<file path="config.mk">
export PLATFORM = sky130hd
export DESIGN_NAME = spirl_ctrl
export DESIGN_NICKNAME = d
export VERILOG_FILES = /design/src/design/spirl_pkg.sv /design/src/design/spirl_ctrl.sv
export SDC_FILE = /design/constraint.sdc
export NUM_CORES = 1
export LEC_CHECK = 0
export BUFFER_PORTS_ARGS = -buffer_cell sky130_fd_sc_hd__buf_2
export CORE_AREA = 3 3 40 42
export CTS_BUF_LIST = sky130_fd_sc_hd__clkbuf_16
export CTS_CLUSTER_SIZE = 28
export DETAILED_ROUTE_END_ITERATION = 7
export DIE_AREA = 0 0 43 45
export PLACE_DENSITY = 0.7
export SLEW_MARGIN = 0
export SYNTH_ARGS = -nofsm -noshare
export SYNTH_HDL_FRONTEND = slang
export SYNTH_SLANG_ARGS = --single-unit
</file>
<file path="constraint.sdc">
create_clock -name clk -period 2.5 [get_ports clk]
set_clock_uncertainty 0.15 [all_clocks]
set_input_delay 0.25 -clock clk [delete_from_list [all_inputs] [get_ports clk]]
set_output_delay 0.25 -clock clk [all_outputs]
set_load 0.01 [all_outputs]
</file>
<file path="src/design/spirl_pkg.sv">
`timescale 1ns / 1ps

package spirl_pkg;

  localparam int unsigned SETTLE_TICKS = 1500;
  localparam logic signed [14:0] ACC_START_ANGLE = 15'sd0;

  localparam int unsigned CFG_IDX_W = 3;
  localparam int unsigned CFG_DATA_W = 16;

  localparam int unsigned WIDE_W = 50;
  localparam int unsigned NUM_W = 33;
  localparam int unsigned DIV_STEPS = NUM_W;
  localparam int unsigned CNT_W = $clog2(DIV_STEPS);

  typedef enum logic [CFG_IDX_W-1:0] {
    REG_SPEED_KP      = 3'd0,
    REG_SPEED_KI      = 3'd1,
    REG_BAL_KP        = 3'd2,
    REG_I_SPEED_ANGLE = 3'd3,
    REG_ANGLE_MAX     = 3'd4,
    REG_ANGLE_MIN     = 3'd5,
    REG_BAL_ANGLE     = 3'd6,
    REG_ACC_TIME      = 3'd7
  } reg_idx_t;

  typedef enum logic [2:0] {
    OP_NONE,
    OP_LOAD,
    OP_MUL,
    OP_INT,
    OP_DIV,
    OP_FIN1,
    OP_FIN2,
    OP_OUT
  } op_t;

  typedef struct packed {
    op_t op;
  } cmd_t;

  typedef struct packed {
    logic signed [15:0] measured_speed;
    logic signed [15:0] target_speed;
    logic        [30:0] run_ticks;
  } in_t;

  typedef struct packed {
    logic signed [31:0] drive;
    logic signed [31:0] p_term;
    logic signed [31:0] i_term;
  } out_t;

  function automatic logic signed [31:0] sat32(input logic signed [WIDE_W-1:0] v);
    logic signed [31:0] res;
    if (v[WIDE_W-1:31] == '0 || v[WIDE_W-1:31] == '1) begin
      res = v[31:0];
    end else if (v[WIDE_W-1]) begin
      res = {1'b1, 31'b0};
    end else begin
      res = {1'b0, {31{1'b1}}};
    end
    return res;
  endfunction

endpackage

</file>
<file path="src/design/spirl_ctrl.sv">
`timescale 1ns / 1ps

module spirl_ctrl (
  input  logic            clk,
  input  logic            rst_n,
  input  logic            in_valid,
  output logic            in_ready,
  output logic            out_valid,
  input  logic            out_ready,
  output spirl_pkg::cmd_t cmd
);
  import spirl_pkg::*;

  typedef enum logic [2:0] {
    S_IDLE,
    S_MUL,
    S_INT,
    S_DIV,
    S_FIN1,
    S_FIN2,
    S_OUT
  } state_t;

  state_t           state_r, state_nxt;
  logic [CNT_W-1:0] cnt_r, cnt_nxt;
  logic             out_valid_r, out_valid_nxt;

  assign in_ready  = (state_r == S_IDLE);
  assign out_valid = out_valid_r;

  always_comb begin
    state_nxt     = state_r;
    cnt_nxt       = cnt_r;
    out_valid_nxt = out_valid_r;
    cmd.op        = OP_NONE;
    if (out_valid_r && out_ready) begin
      out_valid_nxt = 1'b0;
    end
    unique case (state_r)
      S_IDLE: begin
        if (in_valid) begin
          cmd.op    = OP_LOAD;
          state_nxt = S_MUL;
        end
      end
      S_MUL: begin
        cmd.op    = OP_MUL;
        state_nxt = S_INT;
      end
      S_INT: begin
        cmd.op    = OP_INT;
        cnt_nxt   = '0;
        state_nxt = S_DIV;
      end
      S_DIV: begin
        cmd.op = OP_DIV;
        if (cnt_r == CNT_W'(DIV_STEPS - 1)) begin
          state_nxt = S_FIN1;
        end else begin
          cnt_nxt = cnt_r + 1'b1;
        end
      end
      S_FIN1: begin
        cmd.op    = OP_FIN1;
        state_nxt = S_FIN2;
      end
      S_FIN2: begin
        cmd.op    = OP_FIN2;
        state_nxt = S_OUT;
      end
      S_OUT: begin
        if (!out_valid_r || out_ready) begin
          cmd.op        = OP_OUT;
          out_valid_nxt = 1'b1;
          state_nxt     = S_IDLE;
        end
      end
      default: begin
        state_nxt = S_IDLE;
      end
    endcase
  end

  always_ff @(posedge clk) begin
    if (!rst_n) begin
      state_r     <= S_IDLE;
      cnt_r       <= '0;
      out_valid_r <= 1'b0;
    end else begin
      state_r     <= state_nxt;
      cnt_r       <= cnt_nxt;
      out_valid_r <= out_valid_nxt;
    end
  end

endmodule

</file>
; Word-level counts from Yosys, hierarchy flattened
; Index checks and enable logic that the tools add are counted.
[op_classes]
n_addsub = 1
mul = 0
div_mod_pow = 0
order_cmp = 0
eq_ne = 11
shift = 0
mux = 12
bitwise = 0
reduce_logical = 7
[ops]
columns = cell, count
row1 = $pmux 3 s7, 2
row2 = $mux 3, 4
row3 = $pmux 6 s2, 1
row4 = $eq 3x3->1 const B, 3
row5 = $ne 2x2->1 const B, 4
row6 = $add 6x1->6 const B, 1
row7 = $eq 3x2->1 const B, 2
row8 = $eq 6x6->1 const B, 1
row9 = $mux 6, 1
row10 = $mux 1, 4
row11 = $eq 3x1->1 const B, 1
row12 = $logic_not 3->1, 1
row13 = $reduce_and 3->1, 1
row14 = $reduce_and 2->1, 1
row15 = $reduce_bool 2->1, 1
row16 = $logic_and 1x1->1, 1
row17 = $logic_not 1->1, 1
row18 = $logic_or 1x1->1, 1
[word_totals]
register_bits = 10
latch_bits = 0
ram_bits = 0
mem_bits_ro = 0
inputBits = 4
out_inout_bits = 5
wordCells = 34
mem_count = 0

; Depth between registers and ports, before layout
[depth]
ltp_word = 4
ltp_mapped = 5
mapped_depth_nobuf = 5

; Worst setup path after synthesis
; No wires, ideal clock.
[synth_path]
path_kind = register -> output
from = register state_r[0]
to = output port cmd[1] in the netlist's numbering
t_arrival_ns = 1.033
required_time_ns = 2.100
slack_ns = 1.067
stages_incl_launch_ff = 4
path_buffers = 1
cell_sequence = dfxtp_1 -> clkbuf_1 -> inv_1 -> o21ai_0
[synth_lines]
columns = element, line_no
row1 = "start, declared", spirl_ctrl.sv:24  ; state_t state_r, state_nxt;
row2 = "start signal, assigned", spirl_ctrl.sv:90  ; state_r <= state_nxt;
row3 = "end, declared", spirl_ctrl.sv:10  ; output spirl_pkg::cmd_t cmd

==> results.toml <==
[logic_synthesis]
synthMuxAreaShare = 0
syn_nets = 79
synth-xor-area-share = 0
synth_simple_gate_area_frac = 0.272
synth_top_area_frac = 0.343
synth_top_family_by_area = "compound AO/OA/AOI/OAI gates"
netlist_instances = 73
synth_cell_types = 30
synth_seq_cells = 10
synth_seq_area_share = 0.343
yosysWarnings = 0
synth-compound-area-share = 0.281
yosys.area.top_type = "dfxtp_1"
synthAdderAreaFrac = 0.0428
yosys-top-cells-area = "dfxtp_1, nand2_1, a21oi_1, a31oi_1, ha_1"
netlist_area_um2 = 584
syn_avg_cell_area_um2 = 8.00

[job]
cap_violations = 0

[floorplanning]
start_util = 0.455
die_x_um = 43
boundaryPins = 9
die-area_um2 = 1940
dieHeight_um = 45
rows = 13
core_area_um2 = 1280

[sta]
slew_violations = 0
clock.fmax_mhz = 530
maxSlewHeadroom = 0.651
worst_slew_pin_slew_ps = 516
layout_setup_ws_ps = 612
timing.final.crit_share = 0.755
setup_tns_ps = 0
rsz0062_at_grt = "false"
period_needed_ps = 1890
setup_viol = 0
finalHoldViolCount = 0

[place]
place_inst = 93
placed_area_um2 = 629
io_buffers = 8
pre_cts_ws_ps = 879
post-dp-hpwl_um = 932
finalWeightedCongestion = 0.847

[drt]
routedWlPerCell_um = 13.7
initialDrtViolationCount = 24
first_pass_iters = 4
vias = 575
antenna_left = 0
routed_wl_mm = 1.33
vias_per_cell = 5.93
drc = 0

[power]
p_sw_uw = 112
p_sw_frac = 0.223
clockPowerShare = 0.562
ir_worst_vdd_mv = 0.346
p_int_uw = 393
comb_power_share = 0.089
seqPwrFrac = 0.349
p_leak_nw = 0.278
powerDensity_nw_per_um2 = 714

[critical_path]
worstSetupEndpointType = "output port"
cp_data_arrival_time_ps = 1490
crit_type = "reg2out"
worstPathMaxFanout = 13
critical_path_required_ps = 2100
start_kind = "flop"
r2r_setup_slack_ps = 850

[min_path]
hold_path_class = "in2reg"

[grt]
grt_util_met3 = 0.0359
grt.overflow.total = 0
grt_pass1_vias = 517
groute.usage.overall = 0.158
grt-busiest-layer = "met2"
gr-usage-met2 = 0.257
grt_max_degree = 14
grtUsageMet1 = 0.189
grt_pass1_wl_mm = 2.26
antenna_found_initial = 0

[clocking]
numCtsBuffers = 3
htreeDepth = 1
ctsLongestPathBuffers = 2
root_buffer = "clkbuf_16"
clock_latency_ps = 230
cts_hold_buf = 0
postCtsSetupBuffers = 0
clock_sinks = 10
cts.repair.resized = 0
cts_tree = "yes"
clkTransAtPathRegs_ps = 40

[final_layout]
seqCellArea_um2 = 200
design_area_um2 = 708
area_growth_pct = 21.2
antenna_cells = 0
postLayoutCoreUtil = 0.551
nFillCells = 121
final_cells = 97
most-common-layout-cells = "nand2_1, dfxtp_1, buf_2"
drive_gt1_frac = 0.171
nNetsFinal = 89
multi_input_area_um2 = 348

[outcome]
outcome = "completed"
[cell type report]
type,instances,area share
clock buffer,3,0.106
multi-input combinational,54,0.491
tap,15,0.0265
sequential,10,0.283
inverter,6,0.0318
timing repair buffer,8,0.0565
clock inverter,1,0.00530
[sequential cells by signal, indices dropped and copies added, names as in the netlist]
register / count
state_r: 3
out_valid: 1
cnt_r: 6
[metrics by stage]
stage / total power, mW / hold slack (ps)
floorplan: 0.209 / 315
global placement: 0.222 / 337
detailed placement: 0.223 / 355
CTS: 0.510 / 189
global route: 0.523 / 194
finish: 0.505 / 192
[power groups by stage]
stage	sequential (mW)	clock [mW]	combinational [mW]
after floorplan	0.171	0	0.0378
after global placement	0.178	0	0.0445
after detailed placement	0.178	0	0.0449
after CTS	0.176	0.289	0.0453
after global routing	0.177	0.295	0.0505
final	0.176	0.284	0.0448
[worst max-delay path, stage by stage (launching register included)]
cell and delay [ps]:
dfxtp_1 590, nor3_1 120, a311oi_1 350, buf_2 200
[synth_stat cells, drive strengths merged]
cell / instances
dfxtp: 10
nand2: 10
inv: 6
a21oi: 5
a31oi: 4
o21ai: 4
nor3: 3
buf: 2
ha: 2
nand2b: 2
nand3: 2
nor4: 2
o211ai: 2
o21bai: 2
o22ai: 2
a21boi: 1
a21o: 1
a311oi: 1
clkbuf: 1
nand3b: 1
nor2: 1
nor2b: 1
nor4b: 1
o21a: 1
o221a: 1
o32ai: 1
or3: 1
or3b: 1
or4: 1
or4b: 1
[logic make-up (layout without fill, tap and decap cells)]
kind of cell / Yosys count / in the layout
adders and majority gates: 2 / 2
and+or+nand+nor: 27 / 27
AOI/OAI and AO/OA: 25 / 25
DFF: 10 / 10
buffers and inverters: 9 / 18
[routing by layer]
layer | vias to the layer above | part of all wire
li1 | 290 | -
met1 | 263 | 0.47
met2 | 20 | 0.45
met3 | 2 | 0.072
met4 | 0 | 0.0083
met5 | - | 0
[path summary, 6_finish.rpt]
kind,startpoint,to,depth (start not counted)
worst max-delay path,state_r[1],cmd[0],3
worst min-delay path,rst_n,state_r[2],2
worst max register to register,state_r[0],cnt_r[5],3
worst min register to register,cnt_r[0],cnt_r[0],2
Power figures use the tool's default switching activity.
